<file path="src/rtl/tkm_pkg.sv">
`default_nettype none
package tkm_pkg;

  // Sizes of the stores and fields
  localparam int NUM_HAPS  = 1024;
  localparam int NUM_SITES = 256;
  localparam int MAX_SLOTS = 64;

  localparam int HAP_W   = 10;
  localparam int LEN_W   = 16;
  localparam int SITE_W  = 8;
  localparam int SLOT_W  = 6;
  localparam int CNT_W   = 7;
  localparam int CAP_W   = 7;
  localparam int TOT_W   = 32;
  localparam int LIST_AW = SITE_W + SLOT_W;

  localparam logic [CAP_W-1:0] CAP_RESET = CAP_W'(60);

  // Item kinds
  localparam logic KIND_ADD  = 1'b0;
  localparam logic KIND_READ = 1'b1;

  // One stored list entry
  typedef struct packed {
    logic [HAP_W-1:0] hap;
    logic [LEN_W-1:0] len;
  } entry_t;

  // Controller to datapath
  typedef struct packed {
    logic clear;
    logic latch_in;
    logic fetch;
    logic load;
    logic scan_rd;
    logic shift;
    logic tot_rd;
    logic step;
    logic place;
    logic read_res;
  } cmd_t;

  // Datapath to controller
  typedef struct packed {
    logic clear_done;
    logic kind;
    logic scan_end;
    logic entry_lt;
    logic entry_eq;
    logic tot_gt;
    logic out_free;
  } sts_t;

endpackage
`default_nettype wire

</file>
<file path="src/rtl/tkm_if.sv">
`default_nettype none
interface tkm_req_if;
  import tkm_pkg::*;

  logic                valid;
  logic                ready;
  logic                kind;
  logic [HAP_W-1:0]    haplotype;
  logic [LEN_W-1:0]    match_length;
  logic [SITE_W-1:0]   site;
  logic [SLOT_W-1:0]   slot;

  modport source (output valid, kind, haplotype, match_length, site, slot, input ready);
  modport sink (input valid, kind, haplotype, match_length, site, slot, output ready);
endinterface

`default_nettype wire

</file>
<file path="src/rtl/tkm_ctrl.sv">
`default_nettype none
module tkm_ctrl (
  input  wire logic          clk,
  input  wire logic          rst,
  tkm_req_if.sink            req,
  input  wire tkm_pkg::sts_t sts,
  output tkm_pkg::cmd_t      cmd
);
  import tkm_pkg::*;

  localparam logic [3:0] S_CLEAR    = 4'd0;
  localparam logic [3:0] S_IDLE     = 4'd1;
  localparam logic [3:0] S_FETCH    = 4'd2;
  localparam logic [3:0] S_LOAD     = 4'd3;
  localparam logic [3:0] S_SCAN_RD  = 4'd4;
  localparam logic [3:0] S_SCAN_CHK = 4'd5;
  localparam logic [3:0] S_TOT_CHK  = 4'd6;
  localparam logic [3:0] S_PLACE    = 4'd7;
  localparam logic [3:0] S_RD_DONE  = 4'd8;

  logic [3:0] state;
  logic [3:0] state_next;

  // Hold state
  always_ff @(posedge clk) begin
    if (rst) begin
      state <= S_CLEAR;
    end else begin
      state <= state_next;
    end
  end

  // Sequence one transaction at a time
  always_comb begin
    state_next = state;
    cmd        = '0;
    req.ready  = 1'b0;
    case (state)
      S_CLEAR: begin
        cmd.clear = 1'b1;
        if (sts.clear_done) state_next = S_IDLE;
      end
      S_IDLE: begin
        req.ready = 1'b1;
        if (req.valid) begin
          cmd.latch_in = 1'b1;
          state_next   = S_FETCH;
        end
      end
      S_FETCH: begin
        cmd.fetch  = 1'b1;
        state_next = S_LOAD;
      end
      S_LOAD: begin
        cmd.load   = 1'b1;
        state_next = (sts.kind == KIND_READ) ? S_RD_DONE : S_SCAN_RD;
      end
      S_SCAN_RD: begin
        if (sts.scan_end) begin
          state_next = S_PLACE;
        end else begin
          cmd.scan_rd = 1'b1;
          state_next  = S_SCAN_CHK;
        end
      end
      S_SCAN_CHK: begin
        if (sts.entry_lt) begin
          cmd.shift  = 1'b1;
          cmd.step   = 1'b1;
          state_next = S_SCAN_RD;
        end else if (sts.entry_eq) begin
          cmd.tot_rd = 1'b1;
          state_next = S_TOT_CHK;
        end else begin
          state_next = S_PLACE;
        end
      end
      S_TOT_CHK: begin
        if (sts.tot_gt) begin
          state_next = S_PLACE;
        end else begin
          cmd.shift  = 1'b1;
          cmd.step   = 1'b1;
          state_next = S_SCAN_RD;
        end
      end
      S_PLACE: begin
        if (sts.out_free) begin
          cmd.place  = 1'b1;
          state_next = S_IDLE;
        end
      end
      S_RD_DONE: begin
        if (sts.out_free) begin
          cmd.read_res = 1'b1;
          state_next   = S_IDLE;
        end
      end
      default: begin
        state_next = S_CLEAR;
      end
    endcase
  end

endmodule
`default_nettype wire

</file>
<file path="src/flat_wrapper.sv">
// flat-port wrapper written by rule: the top's interface ports become plain ports
module tkm_ctrl_flat import tkm_pkg::*;
  (clk, rst, sts, cmd, req_valid, req_kind, req_haplotype, req_match_length, req_site, req_slot, req_ready);
  tkm_req_if req_i ();
  input  wire logic clk;
  input  wire logic rst;
  input  wire tkm_pkg::sts_t sts;
  output tkm_pkg::cmd_t cmd;
  input wire logic [$bits(req_i.valid)-1:0] req_valid;
  input wire logic [$bits(req_i.kind)-1:0] req_kind;
  input wire logic [$bits(req_i.haplotype)-1:0] req_haplotype;
  input wire logic [$bits(req_i.match_length)-1:0] req_match_length;
  input wire logic [$bits(req_i.site)-1:0] req_site;
  input wire logic [$bits(req_i.slot)-1:0] req_slot;
  output wire logic [$bits(req_i.ready)-1:0] req_ready;
  assign req_i.valid = req_valid;
  assign req_i.kind = req_kind;
  assign req_i.haplotype = req_haplotype;
  assign req_i.match_length = req_match_length;
  assign req_i.site = req_site;
  assign req_i.slot = req_slot;
  assign req_ready = req_i.ready;
  tkm_ctrl u_core (.clk(clk), .rst(rst), .req(req_i), .sts(sts), .cmd(cmd));
endmodule
</file>
<file path="config.mk">
export PLATFORM = sky130hd
export DESIGN_NAME = tkm_ctrl_flat
export DESIGN_NICKNAME = d
export VERILOG_FILES = /design/src/rtl/tkm_pkg.sv /design/src/rtl/tkm_if.sv /design/src/rtl/tkm_ctrl.sv /design/src/flat_wrapper.sv
export SDC_FILE = /design/constraint.sdc
export NUM_CORES = 1
export LEC_CHECK = 0
export BUFFER_PORTS_ARGS = -buffer_cell sky130_fd_sc_hd__buf_2
export CAP_MARGIN = 20
export CELL_PAD_IN_SITES_DETAIL_PLACEMENT = 0
export CELL_PAD_IN_SITES_GLOBAL_PLACEMENT = 1
export CORE_MARGIN = 4
export CORE_UTILIZATION = 14
export DETAILED_ROUTE_END_ITERATION = 8
export PLACE_DENSITY = 0.76
export RECOVER_POWER = 25
export SLEW_MARGIN = 20
export SYNTH_ARGS = -nofsm -noshare
export SYNTH_HDL_FRONTEND = slang
export SYNTH_SLANG_ARGS = --single-unit
</file>
<file path="constraint.sdc">
create_clock -name clk -period 1.1 [get_ports clk]
set_clock_uncertainty 0.15 [all_clocks]
set_input_delay 0 -clock clk [delete_from_list [all_inputs] [get_ports clk]]
set_output_delay 0 -clock clk [all_outputs]
set_load 0.03 [all_outputs]
</file>
Yosys cells after proc, flatten, opt, wreduce, memory -nomap -nowiden. Cells that the tools add are included.

Register bits: 4. Input port bits: 51. Output and inout bits: 11. Logic and storage cells: 41.

Equal/unequal tests: 11. Mux-type cells: 26. Reductions and logical operators: 3.

Operator list (number): $pmux 4 s8 (1); $mux 1 (17); $eq 4x3->1 const B (4); $mux 4 (4); $eq 4x2->1 const B (2); $mux 2 (3); $eq 4x1->1 const B (1); $eq 4x4->1 const B (1); $logic_not 4->1 (1); $ne 2x2->1 const B (2); $reduce_and 3->1 (1); $ne 2x1->1 const B (1); $pmux 1 s2 (1); $reduce_or 2->1 (1).

Depth between registers and ports, before layout.
Word-level depth: 4. Mapped depth: 5. Depth with buffers taken out: 4.

Least setup slack after synthesis. Ideal clock, no wire load.

Kind: flip-flop to output port. Start: register u_core.state[0]. End: output port cmd[7] (netlist bit). Arrival time: 1.648 ns. Data required time: 0.950 ns. Setup slack: -0.698 ns. Cell stages (with the launch flop): 4. Path buffers: 2. Path through: dfxtp_1 buf_2 buf_2 nor4b_1.

RTL lines: start, declared (RTL line tkm_ctrl.sv:21) `logic [3:0] state;`; start signal, assigned (RTL line tkm_ctrl.sv:29) `state <= state_next;`; end, declared (RTL line flat_wrapper.sv:8) `output tkm_pkg::cmd_t cmd;`.

==> flow_summary.toml <==
[floorplanning]
row_count = 19
io_pins = 62
coreArea_um2 = 2760
start_util = 0.146
die_h_um = 61.6
die-area_um2 = 3790
die_w_um = 61.6

[yosys]
yosysWarnings = 0
syn_area_um2 = 402
synth-seq-cells = 4
synth_area_leader_cell = "dfxtp_1"
synth_edf_count = 0
netlist_instances = 55
ys_seq_area_frac = 0.199
yosysUniqueCellTypes = 28
synth-async-reset-ratio = 0
synth_top_area_share = 0.199
syn_area_per_cell_um2 = 7.30
synthTopCellsByArea = "dfxtp_1, buf_2, nand2b_1, nor3_1, a21oi_1"
netlist_top_cells_count = "buf_2, nor2_1, nor3_1"
syn-num-nets = 106
synthFlopType = "dfxtp_1"

[setup_path]
crit_fanout = 7
crit_arrival_ns = 1.30
required_ns = 0.95
r2r_slack_ns = -0.27
cp-start-kind = "flip-flop"
crit_type = "flip-flop to output pin"
end_kind = "output pin"

[clock_tree]
clkSlewWorstSetupHoldPaths_ns = 0.04
cts_buffers = 3
root_buffer = "clkbuf_4"
htree_levels = 1
cts_sinks = 4
cts_tree = "built"
clk_path_buf_depth = 2
clkLatencyLatePin_ns = 0.23

[detailed_routing]
wl_met2_um = 716
highest_layer = "met3"
viasPerCell = 4.61
drt-total-wl_mm = 1.54
avgRoutedWirePerCell_um = 12.3
wl_met3_um = 84
drt_iter0_markers = 15
final_antenna_net_count = 0
vias = 576
first_pass_iters = 4
drc_errors = 0
wl_met1_um = 735

[hold_path]
hold_class = "input port to flip-flop"

[sta]
max_freq_mhz = 691
fin_ws_ns = -0.348
slew_headroom = 0.847
setup_viol = 15
rsz0062_at_grt = "yes"
fin_crit_sh = 1.32
report.final.slew_viol_count = 0
worst_pin_slew_ns = 0.226
holdWs_ns = -0.00259
min_period_ns = 1.45
finalHoldViolCount = 1

[power_and_ir_drop]
ir_worst_vdd_mv = 0.567
p_leak_nw = 0.384
powerDensity_nw_per_um2 = 964
p_total_mw = 0.921

[global_routing]
track_usage = 0.0956
grt-ovfl-total = 0
grt_max_degree = 8
first_global_vias = 568
antenna_found_initial = 0
grt_pass1_wl_mm = 2.66

[final_layout]
largest_registers = "u_core.state: 4 flops"
num_antenna_cells = 0
drive_above_1_share = 0.745
largest_reg_flops = 4
regMostFlops = "u_core.state"
nets = 147
area_delta_synth_final_pct = 138
fillers = 295

[flow_run]
cap_viol_max_count = 0

[place]
pre_cts_slack_ns = -0.340
post-dp-hpwl_mm = 1.09
place.gp.congestion = 0.734
port_buffers = 20

[status]
status = "finished, violations left"
violations = "negative hold slack, negative setup slack"
[final cells by class]
cell class              count  area [um^2]  share of cell area
well taps                  31         38.8              0.0406
clock buffers               3         22.5              0.0236
repair buffers             42          359               0.376
flip-flops and latches      4         95.1              0.0995
multi-input cells          44          437               0.457
inverters                   1         3.75             0.00393
[cells in the final DEF, fill, tap and decap left out, types with 2 or more instances in the layout]
cell           instances
mux2i_1                2
nand3b_1               2
clkbuf_4               3
buf_2                 10
nor3_2                 2
nor2_1                 2
nor2_4                 3
buf_4                 13
dfxtp_4                4
a21oi_1                3
nand2b_4               3
nor3_1                 2
buf_6                 17
dlygate4sd3_1          2
nor4_4                 2
[report_power, final]
group          leakage, nW  internal [mW]  switching, mW
clock network       0.0138          0.122         0.0578
logic                0.334          0.288          0.265
registers           0.0356          0.161         0.0275
[metrics by stage]
stage                     instances  hold slack [ns]   util  instance area, um^2  setup TNS, ns
after floorplan                  55           -0.111      -                  514          -1.57
after global placement          113            0.102  0.251                  693          -2.69
after detailed placement        113            0.112  0.251                  693          -3.06
after CTS                       123          -0.0295  0.333                  918          -3.51
after global routing            125           0.0201  0.347                  956          -4.47
final                           125         -0.00259  0.347                  956          -3.45
[worst max-delay path: stages, from the launching register on]
cell	delay, ns
dfxtp_4	0.36
or3b_4	0.38
a21oi_4	0.16
buf_6	0.15
[layer usage]
layer,vias to the layer above,track usage
met1,274,0.119
met2,20,0.155
met4,0,0.0273
met3,0,0.0335
met5,-,0
li1,282,-
[path summary, 6_finish.rpt]
check                                      from               to  cells after the start
worst max-delay path            u_core.state[0]           cmd[2]                      3
worst min-delay path                  req_valid  u_core.state[0]                      4
worst max register to register  u_core.state[2]  u_core.state[1]                      4
worst min register to register  u_core.state[2]  u_core.state[3]                      2
[cells by family after synthesis]
logic type / after synthesis / share of synthesized area
DFF: 4 / 0.199
AOI/OAI and AO/OA: 12 / 0.212
buffers and inverters: 7 / 0.0903
muxes: 2 / 0.0498
and+or+nand+nor: 30 / 0.449
[timing repair]
item                                   4_1_cts  5_1_grt
endpoints found under the hold margin        4        0
buffers inserted                             5        2
hold buffers                                 2        0
pin swaps                                    5        6
resized for setup                           43        5
setup endpoints to repair                   15       15
Power figures use the tool's default switching activity.
